<file path="src/dgnc_pkg.sv">
// ----------------------------------------------------------------------------
// dgnc_pkg
// types, codes and helpers for the dust gate node controller
// ----------------------------------------------------------------------------
package dgnc_pkg;

    localparam int SAMPLE_WINDOW_MS = 100;
    localparam int WINDOW_W         = 7;

    localparam int CMD_W    = 2;
    localparam int SAMPLE_W = 10;
    localparam int MSG_W    = 3;
    localparam int GCODE_W  = 8;
    localparam int TIMER_W  = 16;
    localparam int IN_DATA_W  = 24;
    localparam int OUT_DATA_W = 16;
    localparam int CFG_IDX_W  = 3;
    localparam int CFG_DATA_W = 16;

    localparam logic [SAMPLE_W-1:0] SAMPLE_MAX_VAL = '1;
    localparam logic [TIMER_W-1:0]  TIMER_SAT      = '1;

    typedef enum logic [CMD_W-1:0] {
        CMD_TICK    = 2'd0,
        CMD_SAMPLE  = 2'd1,
        CMD_MESSAGE = 2'd2,
        CMD_NONE    = 2'd3
    } cmd_t;

    typedef enum logic [1:0] {
        MODE_MACHINE   = 2'd0,
        MODE_COLLECTOR = 2'd1,
        MODE_BRANCH    = 2'd2,
        MODE_NONE      = 2'd3
    } mode_t;

    localparam logic [MSG_W-1:0] MSG_RUNNING = 3'd0;
    localparam logic [MSG_W-1:0] MSG_HELLO   = 3'd2;
    localparam logic [MSG_W-1:0] MSG_ACK     = 3'd4;

    localparam logic [1:0] SEND_RUNNING = 2'd0;
    localparam logic [1:0] SEND_STOPPED = 2'd1;
    localparam logic [1:0] SEND_WELCOME = 2'd2;

    localparam logic [CFG_IDX_W-1:0] REG_NODE_MODE       = 3'd0;
    localparam logic [CFG_IDX_W-1:0] REG_CLOSE_WHEN_IDLE = 3'd1;
    localparam logic [CFG_IDX_W-1:0] REG_THRESHOLD       = 3'd2;
    localparam logic [CFG_IDX_W-1:0] REG_REBROADCAST     = 3'd3;
    localparam logic [CFG_IDX_W-1:0] REG_CLOSE_DELAY     = 3'd4;
    localparam logic [CFG_IDX_W-1:0] REG_HOLD_DELAY      = 3'd5;
    localparam logic [CFG_IDX_W-1:0] REG_ON_DELAY        = 3'd6;
    localparam logic [CFG_IDX_W-1:0] REG_GATE_CODE       = 3'd7;

    typedef struct packed {
        logic       unknown_message;
        logic       send_flag;
        logic [1:0] send_code;
        logic       send_valid;
        logic       system_active;
        logic       status_on;
        logic       collector_on;
        logic       gate_open;
    } result_t;

    function automatic logic [TIMER_W-1:0] sat_inc(input logic [TIMER_W-1:0] v);
        sat_inc = (v == TIMER_SAT) ? TIMER_SAT : v + TIMER_W'(1);
    endfunction

endpackage

</file>
<file path="src/dust_gate_node_controller_top.sv">
// ----------------------------------------------------------------------------
// dust_gate_node_controller_top
// node controller for a dust-extraction system: machine, collector, branch gate
// ----------------------------------------------------------------------------
// requests enter on the s_ group: s_tuser carries the command (tick, adc
// sample, radio message), s_tdata the sample and message fields. each request
// gives one result on the m_ group: gate, collector and status outputs plus an
// optional broadcast request and an unknown-message flag.
// the whole update of one request is done in the accepting cycle; the result
// is registered into the output queue. one request is taken every cycle while
// s_tready is high. results wait in a two-entry output queue, so s_tready
// stays high while one result waits; s_tready drops only when both entries
// are held by a stalled receiver, and no result is lost or dropped.
// the cfg channel writes one register per cycle (cfg_ready is always high);
// it is meant to be used while no request is in flight.
// reset (rst_n low, asynchronous) returns the configuration and node state
// registers to their defaults, empties the output queue and restarts the
// sample window; the block is ready as soon as reset is released.
// ----------------------------------------------------------------------------
module dust_gate_node_controller_top
(
    input  logic                                clk,
    input  logic                                rst_n,
    input  logic                                s_tvalid,
    output logic                                s_tready,
    // sample[9:0], msg_code[12:10], gate_code[20:13], zero fill
    input  logic [dgnc_pkg::IN_DATA_W-1:0]      s_tdata,
    // command[1:0]
    input  logic [dgnc_pkg::CMD_W-1:0]          s_tuser,
    output logic                                m_tvalid,
    input  logic                                m_tready,
    // gate_open[0], collector_on[1], status_on[2], system_active[3],
    // send_valid[4], send_code[6:5], send_flag[7], unknown_message[8], zero fill
    output logic [dgnc_pkg::OUT_DATA_W-1:0]     m_tdata,
    input  logic                                cfg_valid,
    output logic                                cfg_ready,
    input  logic [dgnc_pkg::CFG_IDX_W-1:0]      cfg_index,
    input  logic [dgnc_pkg::CFG_DATA_W-1:0]     cfg_data
);

    localparam int TW = dgnc_pkg::TIMER_W;
    localparam int SW = dgnc_pkg::SAMPLE_W;
    localparam int WW = dgnc_pkg::WINDOW_W;

    // configuration
    dgnc_pkg::mode_t       node_mode_reg;
    logic                  close_when_idle_reg;
    logic [SW-1:0]         threshold_reg;
    logic [TW-1:0]         rebroadcast_reg;
    logic [TW-1:0]         close_delay_reg;
    logic [TW-1:0]         hold_delay_reg;
    logic [TW-1:0]         on_delay_reg;
    logic [dgnc_pkg::GCODE_W-1:0] my_gate_code_reg;

    // node state
    logic [WW-1:0] window_elapsed_reg, window_elapsed_next;
    logic [SW-1:0] sample_max_reg, sample_max_next;
    logic [SW-1:0] sample_min_reg, sample_min_next;
    logic          current_flowing_reg, current_flowing_next;
    logic [TW-1:0] since_broadcast_reg, since_broadcast_next;
    logic          idle_active_reg, idle_active_next;
    logic [TW-1:0] idle_elapsed_reg, idle_elapsed_next;
    logic          hold_active_reg, hold_active_next;
    logic [TW-1:0] hold_elapsed_reg, hold_elapsed_next;
    logic          start_pending_reg, start_pending_next;
    logic [TW-1:0] start_elapsed_reg, start_elapsed_next;
    logic          gate_is_open_reg, gate_is_open_next;
    logic          collector_running_reg, collector_running_next;

    // output queue
    dgnc_pkg::result_t out0_reg, out1_reg;
    dgnc_pkg::result_t result;
    logic [1:0]        cnt_reg;

    logic in_acc, out_acc, flowing, wpos;
    logic [SW-1:0] sample;
    logic [dgnc_pkg::MSG_W-1:0] msg_code;
    logic [dgnc_pkg::GCODE_W-1:0] gate_code;
    dgnc_pkg::cmd_t command;

    assign command   = dgnc_pkg::cmd_t'(s_tuser);
    assign sample    = s_tdata[9:0];
    assign msg_code  = s_tdata[12:10];
    assign gate_code = s_tdata[20:13];

    assign s_tready  = (cnt_reg != 2'd2);
    assign in_acc    = s_tvalid && s_tready;
    assign m_tvalid  = (cnt_reg != 2'd0);
    assign out_acc   = m_tvalid && m_tready;
    assign m_tdata   = {7'd0, out0_reg};
    assign cfg_ready = 1'b1;

    assign flowing = (sample_max_reg >= sample_min_reg) &&
                     ((sample_max_reg - sample_min_reg) >= threshold_reg);

    always_comb
    begin
        window_elapsed_next    = window_elapsed_reg;
        sample_max_next        = sample_max_reg;
        sample_min_next        = sample_min_reg;
        current_flowing_next   = current_flowing_reg;
        since_broadcast_next   = since_broadcast_reg;
        idle_active_next       = idle_active_reg;
        idle_elapsed_next      = idle_elapsed_reg;
        hold_active_next       = hold_active_reg;
        hold_elapsed_next      = hold_elapsed_reg;
        start_pending_next     = start_pending_reg;
        start_elapsed_next     = start_elapsed_reg;
        gate_is_open_next      = gate_is_open_reg;
        collector_running_next = collector_running_reg;
        result                 = '0;

        case (command)
            dgnc_pkg::CMD_TICK:
            begin
                since_broadcast_next = dgnc_pkg::sat_inc(since_broadcast_reg);
                if (idle_active_reg)
                    idle_elapsed_next = dgnc_pkg::sat_inc(idle_elapsed_reg);
                if (hold_active_reg)
                    hold_elapsed_next = dgnc_pkg::sat_inc(hold_elapsed_reg);
                if (start_pending_reg)
                    start_elapsed_next = dgnc_pkg::sat_inc(start_elapsed_reg);
                case (node_mode_reg)
                    dgnc_pkg::MODE_MACHINE:
                    begin
                        window_elapsed_next = window_elapsed_reg + WW'(1);
                        if (window_elapsed_next >= WW'(dgnc_pkg::SAMPLE_WINDOW_MS))
                        begin
                            if (flowing)
                            begin
                                if (!current_flowing_reg ||
                                    since_broadcast_next > rebroadcast_reg)
                                begin
                                    since_broadcast_next = '0;
                                    current_flowing_next = 1'b1;
                                    gate_is_open_next    = 1'b1;
                                    result.system_active = 1'b1;
                                    result.send_valid    = 1'b1;
                                    result.send_code     = dgnc_pkg::SEND_RUNNING;
                                end
                            end
                            else if (current_flowing_reg)
                            begin
                                current_flowing_next = 1'b0;
                                idle_active_next     = 1'b1;
                                idle_elapsed_next    = '0;
                                result.send_valid    = 1'b1;
                                result.send_code     = dgnc_pkg::SEND_STOPPED;
                            end
                            else if (close_when_idle_reg && idle_active_reg &&
                                     idle_elapsed_next > close_delay_reg)
                            begin
                                gate_is_open_next = 1'b0;
                                idle_active_next  = 1'b0;
                            end
                            window_elapsed_next = '0;
                            sample_max_next     = '0;
                            sample_min_next     = dgnc_pkg::SAMPLE_MAX_VAL;
                        end
                    end
                    dgnc_pkg::MODE_COLLECTOR:
                    begin
                        if (start_pending_reg && start_elapsed_next >= on_delay_reg)
                        begin
                            start_pending_next     = 1'b0;
                            collector_running_next = 1'b1;
                            hold_active_next       = 1'b1;
                            hold_elapsed_next      = '0;
                        end
                        if (!start_pending_next && hold_active_next &&
                            hold_elapsed_next > hold_delay_reg)
                        begin
                            hold_active_next       = 1'b0;
                            collector_running_next = 1'b0;
                        end
                    end
                    dgnc_pkg::MODE_BRANCH:
                    begin
                        if (hold_active_reg && hold_elapsed_next > hold_delay_reg)
                        begin
                            hold_active_next  = 1'b0;
                            gate_is_open_next = 1'b0;
                        end
                    end
                    default:
                    begin
                    end
                endcase
            end
            dgnc_pkg::CMD_SAMPLE:
            begin
                if (sample > sample_max_reg)
                    sample_max_next = sample;
                if (sample < sample_min_reg)
                    sample_min_next = sample;
            end
            dgnc_pkg::CMD_MESSAGE:
            begin
                if (msg_code == dgnc_pkg::MSG_RUNNING)
                begin
                    result.system_active = 1'b1;
                    case (node_mode_reg)
                        dgnc_pkg::MODE_COLLECTOR:
                        begin
                            if (!collector_running_reg && !start_pending_reg)
                            begin
                                if (gate_code != '0 && on_delay_reg != '0)
                                begin
                                    start_pending_next = 1'b1;
                                    start_elapsed_next = '0;
                                end
                                else
                                    collector_running_next = 1'b1;
                            end
                            hold_active_next  = 1'b1;
                            hold_elapsed_next = '0;
                        end
                        dgnc_pkg::MODE_MACHINE:
                        begin
                            if (!current_flowing_reg)
                                gate_is_open_next = 1'b0;
                        end
                        dgnc_pkg::MODE_BRANCH:
                        begin
                            if ((gate_code & my_gate_code_reg) != '0)
                            begin
                                gate_is_open_next = 1'b1;
                                hold_active_next  = 1'b1;
                                hold_elapsed_next = '0;
                            end
                        end
                        default:
                        begin
                        end
                    endcase
                end
                else if (msg_code == dgnc_pkg::MSG_HELLO)
                begin
                    result.send_valid    = 1'b1;
                    result.send_code     = dgnc_pkg::SEND_WELCOME;
                    result.system_active = 1'b1;
                end
                else if (msg_code > dgnc_pkg::MSG_ACK)
                    result.unknown_message = 1'b1;
            end
            default:
            begin
            end
        endcase

        result.send_flag    = result.send_valid &&
                              (result.send_code == dgnc_pkg::SEND_RUNNING);
        result.gate_open    = gate_is_open_next;
        result.collector_on = collector_running_next;
        case (node_mode_reg)
            dgnc_pkg::MODE_MACHINE:   result.status_on = current_flowing_next;
            dgnc_pkg::MODE_COLLECTOR: result.status_on = collector_running_next;
            dgnc_pkg::MODE_BRANCH:    result.status_on = gate_is_open_next;
            default:                  result.status_on = 1'b0;
        endcase
    end

    always_ff @(posedge clk or negedge rst_n)
    begin
        if (!rst_n)
        begin
            node_mode_reg       <= dgnc_pkg::MODE_MACHINE;
            close_when_idle_reg <= 1'b1;
            threshold_reg       <= SW'(100);
            rebroadcast_reg     <= TW'(5000);
            close_delay_reg     <= TW'(10000);
            hold_delay_reg      <= TW'(15000);
            on_delay_reg        <= TW'(1000);
            my_gate_code_reg    <= '0;
        end
        else if (cfg_valid && cfg_ready)
        begin
            case (cfg_index)
                dgnc_pkg::REG_NODE_MODE:       node_mode_reg <= dgnc_pkg::mode_t'(cfg_data[1:0]);
                dgnc_pkg::REG_CLOSE_WHEN_IDLE: close_when_idle_reg <= cfg_data[0];
                dgnc_pkg::REG_THRESHOLD:       threshold_reg <= cfg_data[SW-1:0];
                dgnc_pkg::REG_REBROADCAST:     rebroadcast_reg <= cfg_data;
                dgnc_pkg::REG_CLOSE_DELAY:     close_delay_reg <= cfg_data;
                dgnc_pkg::REG_HOLD_DELAY:      hold_delay_reg <= cfg_data;
                dgnc_pkg::REG_ON_DELAY:        on_delay_reg <= cfg_data;
                dgnc_pkg::REG_GATE_CODE:       my_gate_code_reg <= cfg_data[7:0];
                default:
                begin
                end
            endcase
        end
    end

    always_ff @(posedge clk or negedge rst_n)
    begin
        if (!rst_n)
        begin
            window_elapsed_reg    <= '0;
            sample_max_reg        <= '0;
            sample_min_reg        <= dgnc_pkg::SAMPLE_MAX_VAL;
            current_flowing_reg   <= 1'b0;
            since_broadcast_reg   <= dgnc_pkg::TIMER_SAT;
            idle_active_reg       <= 1'b0;
            idle_elapsed_reg      <= '0;
            hold_active_reg       <= 1'b0;
            hold_elapsed_reg      <= '0;
            start_pending_reg     <= 1'b0;
            start_elapsed_reg     <= '0;
            gate_is_open_reg      <= 1'b0;
            collector_running_reg <= 1'b0;
        end
        else if (in_acc)
        begin
            window_elapsed_reg    <= window_elapsed_next;
            sample_max_reg        <= sample_max_next;
            sample_min_reg        <= sample_min_next;
            current_flowing_reg   <= current_flowing_next;
            since_broadcast_reg   <= since_broadcast_next;
            idle_active_reg       <= idle_active_next;
            idle_elapsed_reg      <= idle_elapsed_next;
            hold_active_reg       <= hold_active_next;
            hold_elapsed_reg      <= hold_elapsed_next;
            start_pending_reg     <= start_pending_next;
            start_elapsed_reg     <= start_elapsed_next;
            gate_is_open_reg      <= gate_is_open_next;
            collector_running_reg <= collector_running_next;
        end
    end

    // write slot after an optional pop
    assign wpos = (cnt_reg == 2'd2) || ((cnt_reg == 2'd1) && !out_acc);

    always_ff @(posedge clk or negedge rst_n)
    begin
        if (!rst_n)
            cnt_reg <= 2'd0;
        else
            cnt_reg <= cnt_reg + {1'b0, in_acc} - {1'b0, out_acc};
    end

    always_ff @(posedge clk)
    begin
        if (in_acc && !wpos)
            out0_reg <= result;
        else if (out_acc)
            out0_reg <= out1_reg;
        if (in_acc && wpos)
            out1_reg <= result;
    end

    a_queue_bound: assert property (@(posedge clk) disable iff (!rst_n)
        cnt_reg != 2'd3)
        else $error("output queue overflow");

    a_window_range: assert property (@(posedge clk) disable iff (!rst_n)
        window_elapsed_reg < WW'(dgnc_pkg::SAMPLE_WINDOW_MS))
        else $error("sample window out of range");

    a_pending_not_running: assert property (@(posedge clk) disable iff (!rst_n)
        start_pending_reg |-> !collector_running_reg)
        else $error("collector running with start pending");

    a_sample_tracked: assert property (@(posedge clk) disable iff (!rst_n)
        (in_acc && command == dgnc_pkg::CMD_SAMPLE) |=>
        (sample_max_reg >= $past(sample)) && (sample_min_reg <= $past(sample)))
        else $error("sample not covered by window extremes");

    a_flag_with_running: assert property (@(posedge clk) disable iff (!rst_n)
        (m_tvalid && out0_reg.send_flag) |->
        (out0_reg.send_valid && out0_reg.send_code == dgnc_pkg::SEND_RUNNING))
        else $error("send flag without running broadcast");

endmodule

</file>
<file path="config.mk">
export PLATFORM = sky130hd
export DESIGN_NAME = dust_gate_node_controller_top
export DESIGN_NICKNAME = d
export VERILOG_FILES = /design/src/dgnc_pkg.sv /design/src/dust_gate_node_controller_top.sv
export SDC_FILE = /design/constraint.sdc
export NUM_CORES = 1
export LEC_CHECK = 0
export BUFFER_PORTS_ARGS = -buffer_cell sky130_fd_sc_hd__buf_2
export CORE_MARGIN = 3
export CORE_UTILIZATION = 60
export DETAILED_ROUTE_END_ITERATION = 16
export PLACE_DENSITY = 0.78
export SYNTH_ARGS = -nofsm -noshare
export SYNTH_HDL_FRONTEND = slang
export SYNTH_SLANG_ARGS = --single-unit
</file>
<file path="constraint.sdc">
create_clock -name clk -period 6.6 [get_ports clk]
set_clock_uncertainty 0.2 [all_clocks]
set_input_delay 0.99 -clock clk [delete_from_list [all_inputs] [get_ports clk]]
set_output_delay 0.99 -clock clk [all_outputs]
set_load 0.005 [all_outputs]
</file>
# --- After elaboration in Yosys (flattened, before gate mapping) ---
# Cells that the tools add are included.
op_classes:
  n_addsub: 8
  n_lt_le_gt_ge: 11
  eq_ne: 32
  muxes: 103
  bitwise_logic: 2
  n_reduce_logical: 53
op_table:
  columns: ["op", "count"]
  rows:
  - ["$mux W16", 28]
  - ["$pmux W16 S2", 3]
  - ["$add A16 B1 Y16 const B", 4]
  - ["$eq A16 B16 Y1 const B", 4]
  - ["$gt A16 B16 Y1", 4]
  - ["$mux W10", 6]
  - ["$mux W1", 44]
  - ["$pmux W10 S2", 2]
  - ["$ge A10 B10 Y1", 2]
  - ["$ne A2 B2 Y1 const B", 10]
  - ["$mux W9", 2]
  - ["$reduce_and A2 Y1", 9]
  - ["$ge A16 B16 Y1", 1]
  - ["$pmux W1 S2", 8]
  - ["$reduce_bool A16 Y1", 1]
  - ["$reduce_bool A8 Y1", 2]
  - ["$logic_and A1 B1 Y1", 15]
  - ["$reduce_and A5 Y1", 3]
  - ["$reduce_and A7 Y1", 2]
  - ["$eq A3 B3 Y1 const B", 4]
  - ["$mux W4", 3]
  - ["$ne A3 B3 Y1 const B", 4]
  - ["$reduce_and A6 Y1", 2]
  - ["$gt A10 B10 Y1", 1]
  - ["24 further kinds", 45]
totals:
  ff_bits: 202
  input_bits: 50
  out_inout_bits: 19
  word_cells: 247

# --- Longest topological paths before layout ---
logic_depth:
  depth_word: 17
  ltp_mapped: 24
  depth_no_buf: 23

# --- Worst setup path before layout ---
# Ideal clock, no wire load.
synth_timing:
  path_type: "flip-flop to flip-flop"
  from: "register start_elapsed_reg[2]"
  to: "register out0_reg, in the netlist m_tdata[1] (data pin)"
  setup_ps: 130
  t_arrival_ps: 4895
  required_time_ps: 6270
  path_slack_ps: 1375
  stages_incl_launch_ff: 24
  path_buffers: 1
  period_less_slack_ps: 5225
  cell_sequence: "dfrtp_1 nand4_1 nor2_1 and2_1 nor2b_1 nand2_1 nor2_1 xnor2_1 nand2_1 ha_1 nand4_1 a211oi_1 a211o_1 and2_1 clkbuf_1 nor2_1 ha_1 nand3_1 or3_1 or4_1 a41oi_1 o221ai_1 a31oi_1 mux2_2"
synth_via:
  elab_chain_cells: 16
  word_cells_on_any_way: 25
  classes_between: "1 x add/sub; 2 x order compare; 1 x eq/ne; 17 x mux; 4 x reduce/logical"
synth_rtl:
  columns: ["item", "line_no", "source"]
  rows:
  - ["from (decl)", "dust_gate_node_controller_top.sv:66", "logic [TW-1:0] start_elapsed_reg, start_elapsed_next;"]
  - ["from (signal assigned)", "dust_gate_node_controller_top.sv:324", "start_elapsed_reg <= start_elapsed_next;"]
  - ["$add A16 B1 Y16 or $eq A16 B16 Y1 (tied branches)", "dgnc_pkg.sv:66", "sat_inc = (v == TIMER_SAT) ? TIMER_SAT : v + TIMER_W'(1);"]
  - ["$mux W16", "dgnc_pkg.sv:66", null]
  - ["$mux W16 (*)", "dust_gate_node_controller_top.sv:121", "if (start_pending_reg)"]
  - ["$mux W16 (*)", "dust_gate_node_controller_top.sv:113", "case (command)"]
  - ["$ge A16 B16 Y1 (*)", "dust_gate_node_controller_top.sv:163", "if (start_pending_reg && start_elapsed_next >= on_delay_reg)"]
  - ["$logic_and A1 B1 Y1 (*)", "dust_gate_node_controller_top.sv:163", null]
  - ["branches (longest 6 deep; another with $gt A16 B16 Y1)", null, null]
  - ["$mux W1 (*)", "dust_gate_node_controller_top.sv:170", "if (!start_pending_next && hold_active_next &&"]
  - ["$mux W1 (*)", "dust_gate_node_controller_top.sv:123", "case (node_mode_reg)"]
  - ["$pmux W1 S2 (*)", "dust_gate_node_controller_top.sv:113", null]
  - ["net collector_running_next", "dust_gate_node_controller_top.sv:68", "logic collector_running_reg, collector_running_next;"]
  - ["$mux W9 (*)", "dust_gate_node_controller_top.sv:343", "if (in_acc && !wpos)"]
  - ["to (signal assigned)", "dust_gate_node_controller_top.sv:344", "out0_reg <= result;"]
  - ["to (signal assigned)", "dust_gate_node_controller_top.sv:346", "out0_reg <= out1_reg;"]
  - ["to (decl)", "dust_gate_node_controller_top.sv:71", "dgnc_pkg::result_t out0_reg, out1_reg;"]
# Mark *: on every way through the listed nets, which the timed path passes. The select of a mux whose other input is x is not followed.
# A chain may end at the register's enable or synchronous reset.

# --- Worst setup path in the final report ---
# Ends and elaborated chain as after synthesis.

==> metrics.md <==
| Metric | Value |
|---|---|
| Power per cell area | `341.9 nW/um2` |
| First-pass GRT wire length | `55580 um` |
| Mapped Cells | `1474` |
| Final setup vio count | `0` |
| Relative slew slack | `22.53%` |
| Post-route minimum period | `6.111 ns` |
| Max cap viols | `0` |
| CP arrival | `6.31 ns` |
| Cts repair resizes | `0` |
| Clock-pin transition on the worst setup and hold timing paths | `0.06 ns` |
| Max VDD drop | `264.3 uV` |
| Status | `completed` |
| Maximum clock rate | `163.6 MHz` |
| WHS | `0.2422 ns` |
| LEAKAGE | `0.006935 uW` |
| TritonRoute pass-1 iters | `6` |
| Die Ht | `155.7 um` |
| Worst-path maximum fanout | `13` |
| Initial antenna violation count | `2` |
| RSZ-0062 raised after global routing | `false` |
| Fin crit share | `92.60%` |
| Buf/Inv on CP | `0` |
| Final wirelength | `34250 um` |
| Pwr Total | `5027 uW` |
| Nets@finish | `1686` |
| Placer Congestion | `0.9390` |
| Total congestion overflow | `0` |
| CP Launch Type | `register` |
| Yosys reg bits | `202` |
| Core Rows | `54` |
| Post-DP HPWL | `24900 um` |
| CP peak stage delay | `0.43 ns` |
| Yosys warnings | `0` |
| Fin area | `14700 um2` |
| EDFF count, synth | `18` |
| Die width | `155.7 um` |
| Vias/cell | `6.199` |
| Share of cells above drive strength 1 | `16.02%` |
| Worst-skew pair later-pin latency | `0.53 ns` |
| Fin util | `67.16%` |
| Core box area | `21890 um2` |
| Via count | `11.18k` |
| Post-synthesis sequential area ratio | `38.76%` |
| Synthesized cell area | `13450 um2` |
| DR WL/cell | `19.00 um` |
| Initial drt markers | `795` |
| CTS tree | `yes` |
| Hold WC Path Type | `primary input to asynchronous set/reset pin` |
| Largest delay share family, worst path | `compound AO/OA/AOI/OAI gates` |
| Port Buf Inserts | `57` |
| Setup CP Type | `register to register` |
| H-tree level count | `1` |
| CTS hold repair buffers | `0` |
| Largest net degree at the start of global routing | `70` |
| Max-slew violations | `0` |
| IO Pins | `69` |
| CTS sink cnt | `202` |
| Worst Setup End Kind | `register` |
| Final Hold Violating Endpoints | `0` |
| Die ar. | `24240 um2` |
| GRT Overall Usage | `27.99%` |
| CP required | `6.80 ns` |
| Post-synthesis async set-or-reset flop share | `91.09%` |
| Critical Path Slowest Stage Cell | `dfrtp_1` |
| Synth Flop Type | `dfrtp_1` |
| Dpl cell area | `13860 um2` |
| Syn-to-layout area delta | `9.333%` |
| DRC | `0` |
| Post-route ant nets | `0` |
| Fillcell total | `1739` |
| Cell Chain, Critical Path | `nand4_1, nor2_1, and2_1, nor2b_1, nand2_1, nor2_1, xnor2_1, nand2_1, ha_1, nand4_1, a211oi_1, a211o_1, and2_2, a21oi_1, ha_1, a211oi_2, o21ai_0, a2111oi_0, o32ai_1, a41oi_1, o221ai_1, a31oi_1, mux2_2` |
| Clk Tree Root Cell | `clkbuf_16` |
| Syn avg cell area | `9.123 um2` |
| Vias in the first global route | `10.97k` |
| Total CTS buffers | `24` |
| Post-synth cell types | `76` |
| Post-CTS Setup Inserts | `0` |
| Worst Max-Slew Pin Slew | `1.154 ns` |
| CTS max path bufs | `3` |
| Total Neg Setup Slack | `0 ns` |
| Initial Utilization | `61.43%` |
| # diodes | `0` |
[cells in the final DEF (no fill, tap or decap), types with 30 or more instances in the layout]
cell type	instances
nand2_1	187
dfrtp_1	131
ha_1	130
inv_1	115
o21ai_0	107
a21oi_1	86
nand3_1	69
nor2_1	67
mux2_2	66
buf_2	56
dfstp_2	53
nand4_1	49
a22o_1	30
[report_power, final]
| group | leakage (uW) | switching [uW] | internal, uW |
|---|---|---|---|
| combinational | 0.00417 | 1080 | 784 |
| clock | 0.000402 | 530 | 856 |
| sequential | 0.00237 | 196 | 1580 |
| total | 0.00694 | 1810 | 3220 |
[cells in the mapped netlist (all sizes together), types with 10 or more instances]
master / number / area [um2]
nand4: 50 / 319.1
and3: 19 / 118.9
a22o: 30 / 262.8
a21o: 15 / 113.9
inv: 115 / 431.7
o221ai: 12 / 105.1
and2: 18 / 116.4
clkbuf: 45 / 168.9
xor2: 24 / 210.2
mux2i: 13 / 130.1
dfstp: 53 / 1393
o21a: 10 / 75.07
nand2: 187 / 701.9
a31oi: 10 / 62.56
edfxtp: 18 / 540.5
dfrtp: 131 / 3278
o21ai: 110 / 554.3
ha: 130 / 1627
nor2b: 13 / 81.33
nand3: 70 / 355.3
mux2: 66 / 743.2
nor3: 20 / 110.1
a21oi: 86 / 430.4
a211oi: 13 / 107.6
xnor2: 20 / 175.2
buf: 21 / 151.4
nand2b: 12 / 75.07
nor2: 69 / 261.5
[final timing paths]
path                                                             to  cells after the start                                 from  slack, ns
max in group asynchronous          idle_elapsed_reg[12]$_DFFE_PN0P_                      2                                rst_n       4.68
worst min-delay path              start_elapsed_reg[12]$_DFFE_PN0P_                      1                                rst_n       0.24
min in group clk                since_broadcast_reg[12]$_DFFE_PN1P_                      2  since_broadcast_reg[12]$_DFFE_PN1P_       0.27
worst min register to register  since_broadcast_reg[12]$_DFFE_PN1P_                      2  since_broadcast_reg[12]$_DFFE_PN1P_       0.27
worst max-delay path                           m_tdata[1]$_DFFE_PP_                     23     start_elapsed_reg[2]$_DFFE_PN0P_       0.49
worst max register to register                 m_tdata[1]$_DFFE_PP_                     23     start_elapsed_reg[2]$_DFFE_PN0P_       0.49
[final cells by class]
cell class,count,area [um2],share of cell area [%]
Multi-Input combinational cell,1097,7525,51.18
Sequential cell,202,5211,35.45
Clock buffer,35,703.2,4.783
Inverter,115,431.7,2.936
Timing Repair Buffer,65,351.6,2.391
Tap cell,280,350.3,2.383
Clock inverter,9,128.9,0.8766
[layer usage]
metal / vias up / global-route usage (%) / wire length, um
met1: 5325 / 37.03 / 14650
met3: 88 / 4.050 / 2140
met5: - / 0 / 32
met4: 4 / 10.05 / 1282
met2: 399 / 47.18 / 16150
li1: 5361 / - / -
[through the flow]
stage / instances / setup WS (ns)
floorplan: 1480 / 1.375
global placement: 1759 / 0.6632
detailed placement: 1759 / 0.5299
CTS: 1803 / 0.4240
global route: 1803 / 0.04984
finish: 1803 / 0.4886
[cell families after synthesis]
kind of cell,Yosys count,synth area share [%]
multiplexers,79,6.495
adder cells (fa/ha/maj),131,12.25
AND/OR/NAND/NOR,494,17.82
buffers and inverters,181,5.592
AO/OA/AOI/OAI,341,16.17
flip-flops,202,38.76
XOR/XNOR,44,2.866
other,2,0.05585
(Power assumes the default switching activity.)
